<file path="src/rtl/core/chtag_pkg.sv">
// Shared types and constants for the concat-heads tile address generator.
`default_nettype none

package chtag_pkg;

  localparam int DATA_W   = 32;
  localparam int ROWS_W   = 11;
  localparam int WIDTH_W  = 9;
  localparam int HEADS_W  = 9;
  localparam int PLANE_W  = 19;
  localparam int CHUNK_W  = 7;
  localparam int CFG_W    = 19;
  localparam int CFG_IDX_W = 3;

  localparam int ROW_POS_W   = 10;
  localparam int HEAD_POS_W  = 8;
  localparam int WIDTH_POS_W = 8;

  localparam int ROWS_MAX  = 1024;
  localparam int WIDTH_MAX = 256;
  localparam int HEADS_MAX = 256;
  localparam int PLANE_MAX = 262144;
  localparam int CHUNK_REG_MAX = (1 << CHUNK_W) - 1;

  // divider operand widths: divisor covers head_count * width_tiles
  localparam int DIVD_W = 32;
  localparam int DIVS_W = HEADS_W + WIDTH_W - 1;

  localparam logic FUNC_START = 1'b0;
  localparam logic FUNC_STEP  = 1'b1;

  localparam logic [CFG_IDX_W-1:0] REG_ROW_TILES   = 3'd0;
  localparam logic [CFG_IDX_W-1:0] REG_WIDTH_TILES = 3'd1;
  localparam logic [CFG_IDX_W-1:0] REG_HEAD_COUNT  = 3'd2;
  localparam logic [CFG_IDX_W-1:0] REG_PLANE       = 3'd3;
  localparam logic [CFG_IDX_W-1:0] REG_CHUNK       = 3'd4;

  typedef enum logic [1:0] {
    DIV_SPLIT_ROWS,
    DIV_SPLIT_HEAD,
    DIV_SPLIT_BATCH
  } div_sel_t;

  typedef struct packed {
    logic     load_start;
    logic     mul_rows;
    logic     div_go;
    logic     div_take;
    div_sel_t div_sel;
    logic     step_mul1;
    logic     step_mul2;
    logic     step_out;
  } dp_cmd_t;

  typedef struct packed {
    logic div_done;
    logic tiles_zero;
    logic out_free;
  } dp_status_t;

endpackage

`default_nettype wire

</file>
<file path="src/rtl/core/chtag_div.sv">
// Restoring divider, one quotient bit per cycle.
`default_nettype none

module chtag_div (
  input  wire logic                        clk,
  input  wire logic                        rst,
  input  wire logic                        go,
  input  wire logic [chtag_pkg::DIVD_W-1:0] dividend,
  input  wire logic [chtag_pkg::DIVS_W-1:0] divisor,
  output logic                             done,
  output logic [chtag_pkg::DIVD_W-1:0]     quot,
  output logic [chtag_pkg::DIVS_W-1:0]     rem
);
  import chtag_pkg::*;

  localparam int CNT_W = $clog2(DIVD_W);

  logic             busy;
  logic [CNT_W-1:0] cnt;
  logic [DIVS_W-1:0] dsr;
  logic [DIVS_W:0]  trial;
  logic [DIVS_W:0]  diff;
  logic             ge;

  assign trial = {rem, quot[DIVD_W-1]};
  assign diff  = trial - {1'b0, dsr};
  assign ge    = (trial >= {1'b0, dsr});

  always_ff @(posedge clk) begin
    if (rst) begin
      busy <= 1'b0;
      done <= 1'b0;
      cnt  <= '0;
    end else begin
      done <= 1'b0;
      if (go) begin
        busy <= 1'b1;
        cnt  <= '0;
      end else if (busy) begin
        cnt <= cnt + 1'b1;
        if (cnt == CNT_W'(DIVD_W - 1)) begin
          busy <= 1'b0;
          done <= 1'b1;
        end
      end
    end
  end

  always_ff @(posedge clk) begin
    if (go) begin
      rem  <= '0;
      quot <= dividend;
      dsr  <= divisor;
    end else if (busy) begin
      rem  <= ge ? diff[DIVS_W-1:0] : trial[DIVS_W-1:0];
      quot <= {quot[DIVD_W-2:0], ge};
    end
  end

endmodule

`default_nettype wire

</file>
<file path="src/rtl/core/chtag_dp.sv">
// Datapath: registers, position counters, page arithmetic, output register.
`default_nettype none

module chtag_dp #(
  parameter int MAX_CHUNK = 64
) (
  input  wire logic                           clk,
  input  wire logic                           rst,
  input  wire logic                           cfg_write,
  input  wire logic [chtag_pkg::CFG_IDX_W-1:0] cfg_index,
  input  wire logic [chtag_pkg::CFG_W-1:0]    cfg_data,
  input  wire logic [2*chtag_pkg::DATA_W-1:0] in_data,
  input  wire chtag_pkg::dp_cmd_t             cmd,
  output chtag_pkg::dp_status_t               status,
  output logic                                out_valid,
  input  wire logic                           out_ready,
  output logic [chtag_pkg::DATA_W-1:0]        out_page,
  output logic                                out_chunk_last,
  output logic                                out_final
);
  import chtag_pkg::*;

  localparam int CHUNK_EFF = (MAX_CHUNK < CHUNK_REG_MAX) ? MAX_CHUNK : CHUNK_REG_MAX;
  localparam int CPOS_W    = (CHUNK_EFF > 1) ? $clog2(CHUNK_EFF) : 1;

  logic [ROWS_W-1:0]  rows;
  logic [WIDTH_W-1:0] wtiles;
  logic [HEADS_W-1:0] heads;
  logic [PLANE_W-1:0] plane;
  logic [CHUNK_W-1:0] chunk;

  logic [DATA_W-1:0]      batch_pos;
  logic [ROW_POS_W-1:0]   row_pos;
  logic [HEAD_POS_W-1:0]  head_pos;
  logic [WIDTH_POS_W-1:0] width_pos;
  logic [DATA_W-1:0]      tiles_left;
  logic [CPOS_W-1:0]      chunk_pos;

  logic [DATA_W-1:0] start_val;
  logic [DIVS_W-1:0] row_span;
  logic [DIVS_W-1:0] part_rem;

  logic [DATA_W-1:0]           p_bh;
  logic [HEAD_POS_W+PLANE_W-1:0] p_hp;
  logic [ROW_POS_W+WIDTH_W-1:0]  p_rw;
  logic [DATA_W-1:0]           p_bp;
  logic [HEAD_POS_W+PLANE_W:0] p_sum;

  logic [DATA_W-1:0] div_dividend;
  logic [DIVS_W-1:0] div_divisor;
  logic              div_done;
  logic [DATA_W-1:0] div_quot;
  logic [DIVS_W-1:0] div_rem;

  logic [CHUNK_W:0]       cpos_inc;
  logic                   fin;
  logic                   clast;
  logic [WIDTH_POS_W:0]   width_inc;
  logic [HEAD_POS_W:0]    head_inc;
  logic [ROW_POS_W:0]     row_inc;

  always_comb begin
    unique case (cmd.div_sel)
      DIV_SPLIT_ROWS: begin
        div_dividend = start_val;
        div_divisor  = row_span;
      end
      DIV_SPLIT_HEAD: begin
        div_dividend = DATA_W'(part_rem);
        div_divisor  = DIVS_W'(wtiles);
      end
      DIV_SPLIT_BATCH: begin
        div_dividend = start_val;
        div_divisor  = DIVS_W'(rows);
      end
      default: begin
        div_dividend = start_val;
        div_divisor  = row_span;
      end
    endcase
  end

  chtag_div u_div (
    .clk      (clk),
    .rst      (rst),
    .go       (cmd.div_go),
    .dividend (div_dividend),
    .divisor  (div_divisor),
    .done     (div_done),
    .quot     (div_quot),
    .rem      (div_rem)
  );

  assign cpos_inc  = (CHUNK_W+1)'(chunk_pos) + 1'b1;
  assign fin       = (tiles_left == DATA_W'(1));
  assign clast     = fin || (cpos_inc >= {1'b0, chunk});
  assign width_inc = {1'b0, width_pos} + 1'b1;
  assign head_inc  = {1'b0, head_pos} + 1'b1;
  assign row_inc   = {1'b0, row_pos} + 1'b1;

  assign status.div_done   = div_done;
  assign status.tiles_zero = (tiles_left == '0);
  assign status.out_free   = !out_valid || out_ready;

  // config registers, values clamped into their legal range on write
  always_ff @(posedge clk) begin
    if (rst) begin
      rows   <= ROWS_W'(1);
      wtiles <= WIDTH_W'(1);
      heads  <= HEADS_W'(1);
      plane  <= PLANE_W'(1);
      chunk  <= CHUNK_W'(1);
    end else if (cfg_write) begin
      case (cfg_index)
        REG_ROW_TILES: begin
          if (cfg_data[ROWS_W-1:0] == '0) rows <= ROWS_W'(1);
          else if (cfg_data[ROWS_W-1:0] > ROWS_W'(ROWS_MAX)) rows <= ROWS_W'(ROWS_MAX);
          else rows <= cfg_data[ROWS_W-1:0];
        end
        REG_WIDTH_TILES: begin
          if (cfg_data[WIDTH_W-1:0] == '0) wtiles <= WIDTH_W'(1);
          else if (cfg_data[WIDTH_W-1:0] > WIDTH_W'(WIDTH_MAX)) wtiles <= WIDTH_W'(WIDTH_MAX);
          else wtiles <= cfg_data[WIDTH_W-1:0];
        end
        REG_HEAD_COUNT: begin
          if (cfg_data[HEADS_W-1:0] == '0) heads <= HEADS_W'(1);
          else if (cfg_data[HEADS_W-1:0] > HEADS_W'(HEADS_MAX)) heads <= HEADS_W'(HEADS_MAX);
          else heads <= cfg_data[HEADS_W-1:0];
        end
        REG_PLANE: begin
          if (cfg_data[PLANE_W-1:0] == '0) plane <= PLANE_W'(1);
          else if (cfg_data[PLANE_W-1:0] > PLANE_W'(PLANE_MAX)) plane <= PLANE_W'(PLANE_MAX);
          else plane <= cfg_data[PLANE_W-1:0];
        end
        REG_CHUNK: begin
          if (cfg_data[CHUNK_W-1:0] == '0) chunk <= CHUNK_W'(1);
          else if (32'(cfg_data[CHUNK_W-1:0]) > 32'(CHUNK_EFF)) chunk <= CHUNK_W'(CHUNK_EFF);
          else chunk <= cfg_data[CHUNK_W-1:0];
        end
        default: ;
      endcase
    end
  end

  // position counters and tile budget
  always_ff @(posedge clk) begin
    if (rst) begin
      batch_pos  <= '0;
      row_pos    <= '0;
      head_pos   <= '0;
      width_pos  <= '0;
      tiles_left <= '0;
      chunk_pos  <= '0;
    end else if (cmd.load_start) begin
      tiles_left <= in_data[2*DATA_W-1:DATA_W];
      chunk_pos  <= '0;
    end else if (cmd.div_take) begin
      if (cmd.div_sel == DIV_SPLIT_HEAD) begin
        head_pos  <= div_quot[HEAD_POS_W-1:0];
        width_pos <= div_rem[WIDTH_POS_W-1:0];
      end else if (cmd.div_sel == DIV_SPLIT_BATCH) begin
        batch_pos <= div_quot;
        row_pos   <= div_rem[ROW_POS_W-1:0];
      end
    end else if (cmd.step_out) begin
      tiles_left <= tiles_left - 1'b1;
      chunk_pos  <= clast ? '0 : cpos_inc[CPOS_W-1:0];
      if (width_inc >= (WIDTH_POS_W+1)'(wtiles)) begin
        width_pos <= '0;
        if (head_inc >= (HEAD_POS_W+1)'(heads)) begin
          head_pos <= '0;
          if (row_inc >= (ROW_POS_W+1)'(rows)) begin
            row_pos   <= '0;
            batch_pos <= batch_pos + 1'b1;
          end else begin
            row_pos <= row_inc[ROW_POS_W-1:0];
          end
        end else begin
          head_pos <= head_inc[HEAD_POS_W-1:0];
        end
      end else begin
        width_pos <= width_inc[WIDTH_POS_W-1:0];
      end
    end
  end

  // start decode and page arithmetic operands
  always_ff @(posedge clk) begin
    if (cmd.load_start) begin
      start_val <= in_data[DATA_W-1:0];
    end
    if (cmd.mul_rows) begin
      row_span <= DIVS_W'(heads) * DIVS_W'(wtiles);
    end
    if (cmd.div_take && cmd.div_sel == DIV_SPLIT_ROWS) begin
      start_val <= div_quot;
      part_rem  <= div_rem;
    end
    if (cmd.step_mul1) begin
      p_bh <= batch_pos * DATA_W'(heads);
      p_hp <= (HEAD_POS_W+PLANE_W)'(head_pos) * (HEAD_POS_W+PLANE_W)'(plane);
      p_rw <= (ROW_POS_W+WIDTH_W)'(row_pos) * (ROW_POS_W+WIDTH_W)'(wtiles);
    end
    if (cmd.step_mul2) begin
      p_bp  <= p_bh * DATA_W'(plane);
      p_sum <= (HEAD_POS_W+PLANE_W+1)'(p_hp) + (HEAD_POS_W+PLANE_W+1)'(p_rw)
             + (HEAD_POS_W+PLANE_W+1)'(width_pos);
    end
  end

  // output register
  always_ff @(posedge clk) begin
    if (rst) begin
      out_valid <= 1'b0;
    end else if (cmd.step_out) begin
      out_valid <= 1'b1;
    end else if (out_ready) begin
      out_valid <= 1'b0;
    end
  end

  always_ff @(posedge clk) begin
    if (cmd.step_out) begin
      out_page       <= p_bp + DATA_W'(p_sum);
      out_chunk_last <= clast;
      out_final      <= fin;
    end
  end

endmodule

`default_nettype wire

</file>
<file path="src/rtl/core/chtag_ctrl.sv">
// Controller: sequences start decode divisions and step arithmetic.
`default_nettype none

module chtag_ctrl (
  input  wire logic                 clk,
  input  wire logic                 rst,
  input  wire logic                 in_valid,
  output logic                      in_ready,
  input  wire logic                 in_func,
  input  wire chtag_pkg::dp_status_t status,
  output chtag_pkg::dp_cmd_t        cmd
);
  import chtag_pkg::*;

  typedef enum logic [3:0] {
    S_IDLE,
    S_MUL,
    S_DIV1,
    S_WAIT1,
    S_DIV2,
    S_WAIT2,
    S_DIV3,
    S_WAIT3,
    S_STEP1,
    S_STEP2,
    S_STEP3
  } state_t;

  state_t state;
  logic   accept;

  assign in_ready = (state == S_IDLE);
  assign accept   = in_valid && in_ready;

  always_comb begin
    cmd = '0;
    cmd.div_sel = DIV_SPLIT_ROWS;
    unique case (state)
      S_IDLE:  cmd.load_start = accept && (in_func == FUNC_START);
      S_MUL:   cmd.mul_rows = 1'b1;
      S_DIV1:  cmd.div_go = 1'b1;
      S_WAIT1: cmd.div_take = status.div_done;
      S_DIV2: begin
        cmd.div_go  = 1'b1;
        cmd.div_sel = DIV_SPLIT_HEAD;
      end
      S_WAIT2: begin
        cmd.div_take = status.div_done;
        cmd.div_sel  = DIV_SPLIT_HEAD;
      end
      S_DIV3: begin
        cmd.div_go  = 1'b1;
        cmd.div_sel = DIV_SPLIT_BATCH;
      end
      S_WAIT3: begin
        cmd.div_take = status.div_done;
        cmd.div_sel  = DIV_SPLIT_BATCH;
      end
      S_STEP1: cmd.step_mul1 = 1'b1;
      S_STEP2: cmd.step_mul2 = 1'b1;
      S_STEP3: cmd.step_out  = status.out_free;
      default: ;
    endcase
  end

  always_ff @(posedge clk) begin
    if (rst) begin
      state <= S_IDLE;
    end else begin
      unique case (state)
        S_IDLE: begin
          if (accept) begin
            if (in_func == FUNC_START) state <= S_MUL;
            else if (!status.tiles_zero) state <= S_STEP1;
          end
        end
        S_MUL:   state <= S_DIV1;
        S_DIV1:  state <= S_WAIT1;
        S_WAIT1: if (status.div_done) state <= S_DIV2;
        S_DIV2:  state <= S_WAIT2;
        S_WAIT2: if (status.div_done) state <= S_DIV3;
        S_DIV3:  state <= S_WAIT3;
        S_WAIT3: if (status.div_done) state <= S_IDLE;
        S_STEP1: state <= S_STEP2;
        S_STEP2: state <= S_STEP3;
        S_STEP3: if (status.out_free) state <= S_IDLE;
        default: state <= S_IDLE;
      endcase
    end
  end

endmodule

`default_nettype wire

</file>
<file path="src/rtl/core/concat_heads_tile_address_generator_unit.sv">
// Top level of the concat-heads tile address generator.
//
//  channel  | signals                              | contents
//  s_axis   | tvalid tready tdata[63:0] tuser      | first_tile, tile_count; tuser func
//  m_axis   | tvalid tready tdata[31:0] tlast tuser | page_index; tlast chunk_last; tuser final_tile
//  cfg      | cfg_write cfg_index cfg_data         | register write, no read-back
//
// A step item passes through accept, two multiply stages, then the output register load.
// A start item passes through accept, one multiply, then three divisions
// (launch, 32 quotient bits, result take) through the single shared divider.
// A step with no tiles left is absorbed in its accept cycle.
// Input is taken while a result waits; the output register stall holds only the output register load.
// Reset is synchronous and returns the registers to 1 and the counters to zero.
`default_nettype none

module concat_heads_tile_address_generator_unit #(
  parameter int MAX_CHUNK = 64
) (
  input  wire logic                             clk,
  input  wire logic                             rst,
  input  wire logic                             cfg_write,
  input  wire logic [chtag_pkg::CFG_IDX_W-1:0]  cfg_index,
  input  wire logic [chtag_pkg::CFG_W-1:0]      cfg_data,
  input  wire logic                             s_axis_tvalid,
  output logic                                  s_axis_tready,
  input  wire logic [2*chtag_pkg::DATA_W-1:0]   s_axis_tdata,  // first_tile, tile_count
  input  wire logic                             s_axis_tuser,  // func
  output logic                                  m_axis_tvalid,
  input  wire logic                             m_axis_tready,
  output logic [chtag_pkg::DATA_W-1:0]          m_axis_tdata,  // page_index
  output logic                                  m_axis_tlast,
  output logic                                  m_axis_tuser   // final_tile
);
  import chtag_pkg::*;

  dp_cmd_t    cmd;
  dp_status_t status;

  chtag_ctrl u_ctrl (
    .clk      (clk),
    .rst      (rst),
    .in_valid (s_axis_tvalid),
    .in_ready (s_axis_tready),
    .in_func  (s_axis_tuser),
    .status   (status),
    .cmd      (cmd)
  );

  chtag_dp #(
    .MAX_CHUNK (MAX_CHUNK)
  ) u_dp (
    .clk            (clk),
    .rst            (rst),
    .cfg_write      (cfg_write),
    .cfg_index      (cfg_index),
    .cfg_data       (cfg_data),
    .in_data        (s_axis_tdata),
    .cmd            (cmd),
    .status         (status),
    .out_valid      (m_axis_tvalid),
    .out_ready      (m_axis_tready),
    .out_page       (m_axis_tdata),
    .out_chunk_last (m_axis_tlast),
    .out_final      (m_axis_tuser)
  );

endmodule

`default_nettype wire

</file>
<file path="config.mk">
export PLATFORM = sky130hd
export DESIGN_NAME = concat_heads_tile_address_generator_unit
export DESIGN_NICKNAME = d
export VERILOG_FILES = /design/src/rtl/core/chtag_pkg.sv /design/src/rtl/core/chtag_div.sv /design/src/rtl/core/chtag_dp.sv /design/src/rtl/core/chtag_ctrl.sv /design/src/rtl/core/concat_heads_tile_address_generator_unit.sv
export SDC_FILE = /design/constraint.sdc
export NUM_CORES = 2
export LEC_CHECK = 0
export ABC_CLOCK_PERIOD_IN_PS = 8770
export BUFFER_PORTS_ARGS = -buffer_cell sky130_fd_sc_hd__clkbuf_2
export CAP_MARGIN = 20
export CORE_MARGIN = 8
export CORE_UTILIZATION = 45
export CTS_BUF_LIST = sky130_fd_sc_hd__clkbuf_2 sky130_fd_sc_hd__clkbuf_4 sky130_fd_sc_hd__clkbuf_8
export DETAILED_ROUTE_END_ITERATION = 12
export PLACE_DENSITY = 0.72
export SYNTH_ARGS = -nofsm -noshare
export SYNTH_HDL_FRONTEND = slang
export SYNTH_SLANG_ARGS = --single-unit
</file>
<file path="constraint.sdc">
create_clock -name clk -period 8.77 [get_ports clk]
set_input_delay 0 -clock clk [delete_from_list [all_inputs] [get_ports clk]]
set_output_delay 0 -clock clk [all_outputs]
set_load 0.05 [all_outputs]
</file>
# Yosys cells after proc, flatten, opt, wreduce, memory -nomap -nowiden
# Index checks and enable logic that the tools add are counted.
# word_totals
word_cells	192
input_bits	92
output_inout_bits	36
regBits	467
# op_classes
order_cmp	9
mux	64
bitwise_logic	4
add_sub_neg	11
multipliers	5
eq_ne	28
reduce_logical	41
# op_table
cell	n
2-to-1 mux 32 bit	15
2-to-1 mux 8 bit	9
2-to-1 mux 10 bit	7
case mux 4 bit (11 select lines)	1
2-to-1 mux 19 bit	2
case mux 17 bit (2 select lines)	1
adder 32 x 1 -> 32 bit (second input constant)	1
adder 32 x 28 -> 32 bit	1
== test 32 x 1 -> 1 bit (second input constant)	1
zero test 32 bit	1
multiplier 32 x 19 -> 32 bit	1
multiplier 32 x 9 -> 32 bit	1
subtractor 32 x 1 -> 32 bit (second input constant)	1
adder 27 x 19 -> 28 bit	1
adder 28 x 8 -> 28 bit	1
2-to-1 mux 4 bit	7
multiplier 8 x 19 -> 27 bit	1
2-to-1 mux 11 bit	2
> comparator 19 bit (second input constant)	1
zero test 19 bit	1
multiplier 10 x 9 -> 19 bit	1
adder 8 x 1 -> 9 bit (second input constant)	2
>= comparator 18 x 17 -> 1 bit	1
>= comparator 9 bit	2
other kinds (47)	100

# Logic depth before layout (Yosys ltp)
# logic_depth
depth_word	7
mapped_depth	25

# Cells and area by module
# From an unflattened synthesis, not the netlist that was laid out.
# hier_totals
cells_unflattened	5723
area_unflattened_um2	53097.2
# by_module_without_submodules
mod	area_per_inst_um2	n_inst	cells_each
chtag_dp	48806.8	1	5336
chtag_div	3898.7	1	340
chtag_ctrl	391.6	1	47

# Worst setup path after synthesis
# OpenSTA, ideal clock, no wires.
# synth_timing
path_type	reg2reg
startpoint	reg u_dp.plane[2]
endpoint	reg u_dp.p_bp[31] (data pin)
t_required_ns	8.511
arrival_ns	5.959
path_stages_with_launch	25
setup_time_ns	0.259
path_slack_ns	2.552
path_buffers	2
path_cell_list	dfxtp_1 -> clkbuf_1 -> clkbuf_1 -> and2_1 -> fa_1 -> fa_1 -> inv_1 -> fa_1 -> inv_1 -> fa_1 -> fa_1 -> inv_1 -> fa_1 -> inv_1 -> ha_1 -> a211oi_1 -> nor2_1 -> o31ai_1 -> a31oi_1 -> o31ai_2 -> o22ai_1 -> o21ai_1 -> o2111ai_1 -> a21oi_1 -> xnor2_1
# synth_via
elab_chain_len	1
# synth_lines
item	line_no	source
start, declared	chtag_dp.sv:29	logic [PLANE_W-1:0] plane;
start signal, assigned	chtag_dp.sv:132	else if (cfg_data[PLANE_W-1:0] > PLANE_W'(PLANE_MAX)) plane <= PLANE_W'(PLANE_MAX);
start signal, assigned	chtag_dp.sv:133	else plane <= cfg_data[PLANE_W-1:0];
multiplier 32 x 19 -> 32 bit	chtag_dp.sv:205	p_bp <= p_bh * DATA_W'(plane);
end signal, assigned	chtag_dp.sv:205	
end, declared	chtag_dp.sv:46	logic [DATA_W-1:0] p_bp;
# No other way between the ends.
# A chain may end at the register's enable or synchronous reset.

# Final worst setup path
# layout_timing
startpoint	reg u_dp.plane[1]
endpoint	reg u_dp.p_bp[31] (data pin)
# The elaborated chain is that of the path after synthesis.

==> results.md <==
* DIE AREA at 0.129 mm²
* CP peak stage delay at 0.76 ns
* Maximum buffer depth of the clock tree at 3
* CP Data Arrival Time at 7.67 ns
* Power after layout at 0.00724 W
* DRC violations left at 0
* NumNets Final at 7042
* Syn_nets at 6909
* Cell taking the most area after synthesis: fa_1
* Core ar. at 0.117 mm²
* Hold WS at 0.126 ns
* Design Area, Final at 0.0581 mm²
* Post-synth EDFFs at 287
* Setup violators final at 0
* Wire per inst at 17.8 µm
* GPL Wtd Cong at 0.896
* Final Hold Vio Count at 0
* Vias per cell at 5.32
* H-tree levels at 3
* Worst Hold Class: in -> reg
* Vias in the first global route at 41300
* Synth Cell Area at 0.0530 mm²
* Final worst slack at 1.53 ns
* Cell row count at 126
* Slew @ Worst Pin at 1.19 ns
* Minimum clock period at 7.24 ns
* Worst setup path class: reg -> reg
* CTS clk-pin slew, worst paths at 0.08 ns
* Die Y at 359 µm
* Most frequent cell after synthesis: inv_1
* Worst IR Drop VDD at 0.146 mV
* Yosys top cell area share at 0.280
* Synth top area cells: fa_1 28%, edfxtp_1 16%, ha_1 8.4%
* Post-route ant nets at 0
* Die W at 359 µm
* Number of fill cells at 10600
* Placement Cell Area at 0.0549 mm²
* Initial antenna violation count at 12
* Drt initial violations at 3091
* Sum Neg Setup Slack at 0 ns
* PD cells at 125 mW/mm²
* Yosys warnings at 0
* Initial Util at 0.451
* Final-report max-slew violation count at 0
* Leakage at 25.3 nW
* First-pass GRT wire length at 216000 µm
* DP Wirelength at 100000 µm
* RSZ-0062 raised after global routing: false
* TritonCTS clock tree: done
* Sequential element share of the synthesized area at 0.231
* Drt first pass iters at 6
* Synth Instances at 5718
* Clock skew at 0.0365 ns
* I/O pin cnt at 128
* Post-cts resize count at 0
* Top cells by count, synth: 924 x inv_1, 778 x nand2_1, 742 x fa_1
* Max FO, Critical Path at 21
* Count of cell types in the netlist at 99
* GRT overflow at 0
* Main flop type after synthesis: edfxtp_1
* Crit-path most repeated cell: fa_1
* Worst path cell trace: buf_4 -> and2_1 -> fa_1 -> fa_1 -> inv_1 -> fa_1 -> inv_1 -> fa_1 -> fa_1 -> inv_1 -> fa_1 -> inv_1 -> ha_1 -> a211oi_1 -> nor2_1 -> o31ai_1 -> a31oi_1 -> o31ai_2 -> o22ai_1 -> o21ai_1 -> o2111ai_1 -> a21oi_1 -> xnor2_1
* All-Layer GR Usage at 0.204
* Data required time of the worst path at 9.20 ns
* Flops & latches, synth at 467
* Max Clock Freq at 0.138 GHz
* Largest net degree at the start of global routing at 92
* Place WS at 1.61 ns
* WL final at 133000 µm
* Skew-Pair Late Insertion Delay at 0.72 ns
* TritonCTS Sinks at 467
* Area growth, synth to finish at 9.78%
* Max_cap viols at 0
* CP startpoint kind: flip-flop
* Vias at 39700
* # port buffers at 127
* Critical Path End Type: flip-flop
* Max-slew headroom at 0.204
* Syn_area_per_cell at 9.26 µm²
* Slowest CP cell: dfxtp_1
* CTS Buf Count at 81
* Status: complete, no violations
* Share of cells above drive strength 1 at 0.0705
* Post-synth ARST share at 0
* Root buf cell: clkbuf_8
* Tcrit/Tclk final at 0.825
==> worst paths after layout <==
kind               startpoint                 end  slack [ns]  cells after the start
max             u_dp.plane[1]       u_dp.p_bp[31]        1.53                     23
min          s_axis_tdata[11]  u_dp.start_val[11]        0.13                      3
max reg2reg     u_dp.plane[1]       u_dp.p_bp[31]        1.53                     23
min reg2reg     u_dp.rows[10]       u_dp.rows[10]        0.49                      2
==> routing by layer <==
layer,track usage,up-vias,wire length [µm]
met1,0.271,19500,56800
met4,0.0657,4,4090
met3,0.0488,269,11700
met2,0.328,1436,60100
met5,0,-,21
li1,-,18500,-
==> timing repair <==
item / CTS / global route
setup endpoints to repair: 0 / 0
hold buffers: 147 / 0
setup buffers: 0 / 0
hold endpoints to repair: 146 / 0
==> state kept, by name, indices dropped and copies added (netlist names), 19 cells and up <==
signal,flops
u_dp.tiles_left,32
u_dp.plane,19
u_dp.p_hp,27
u_dp.p_bp,32
u_dp.p_bh,32
u_dp.p_sum,28
u_dp.start_val,32
u_dp.p_rw,19
u_dp.u_div.quot,32
u_dp.out_page,32
u_dp.batch_pos,32
==> through the flow <==
stage / util / std cells
after floorplan: - / 5718
after global routing: 0.495 / 7452
after global placement: 0.467 / 7154
after CTS: 0.495 / 7448
after detailed placement: 0.467 / 7155
final: 0.495 / 7458
==> cells by family after synthesis <==
family	share of synthesized area
and+or+nand+nor	0.171
buffers and inverters	0.0864
adders and majority gates	0.365
AOI/OAI and AO/OA	0.0930
DFF	0.231
xor gates and xnor gates	0.0402
muxes	0.0136
==> report_power, final <==
part	internal, W	leakage [nW]	total [W]	switching, W
logic	0.000836	20.3	0.00205	0.00122
registers	0.00269	4.10	0.00302	0.000326
clock network	0.00119	0.915	0.00217	0.000986
==> area by class of cell <==
class,count,area [µm²],area share
multi-input combinational,4040,36200,0.622
timing repair buffer,335,2590,0.0446
clock buffer,115,1430,0.0246
inverter,926,3480,0.0598
clock inverter,31,300,0.00516
antenna,8,20.0,0.000344
tap,1536,1920,0.0331
sequential,467,12200,0.210
==> worst max-delay path, delay by kind of cell, from the launching register on <==
kind,cells,cell delay [ns]
simple gates,2,0.34
buf+inv,5,0.58
flops,1,0.76
compound gates,8,1.85
fa+ha+maj,7,3.33
xor+xnor,1,0.09
==> layout by cell type (no fill, tap or decap), types with 60 or more instances in the layout <==
cell and instances:
clkbuf_8 91, nor3_1 60, nand3_1 62, fa_1 742, clkbuf_2 126, ha_1 357
edfxtp_1 287, and2_1 454, nand2_1 778, inv_1 923, xor2_1 60, buf_4 60
dlygate4sd3_1 147, a21oi_1 214, xnor2_1 183, nor2_1 290, o21ai_0 167, dfxtp_1 180
No activity file was read; power rests on OpenSTA's default activity.
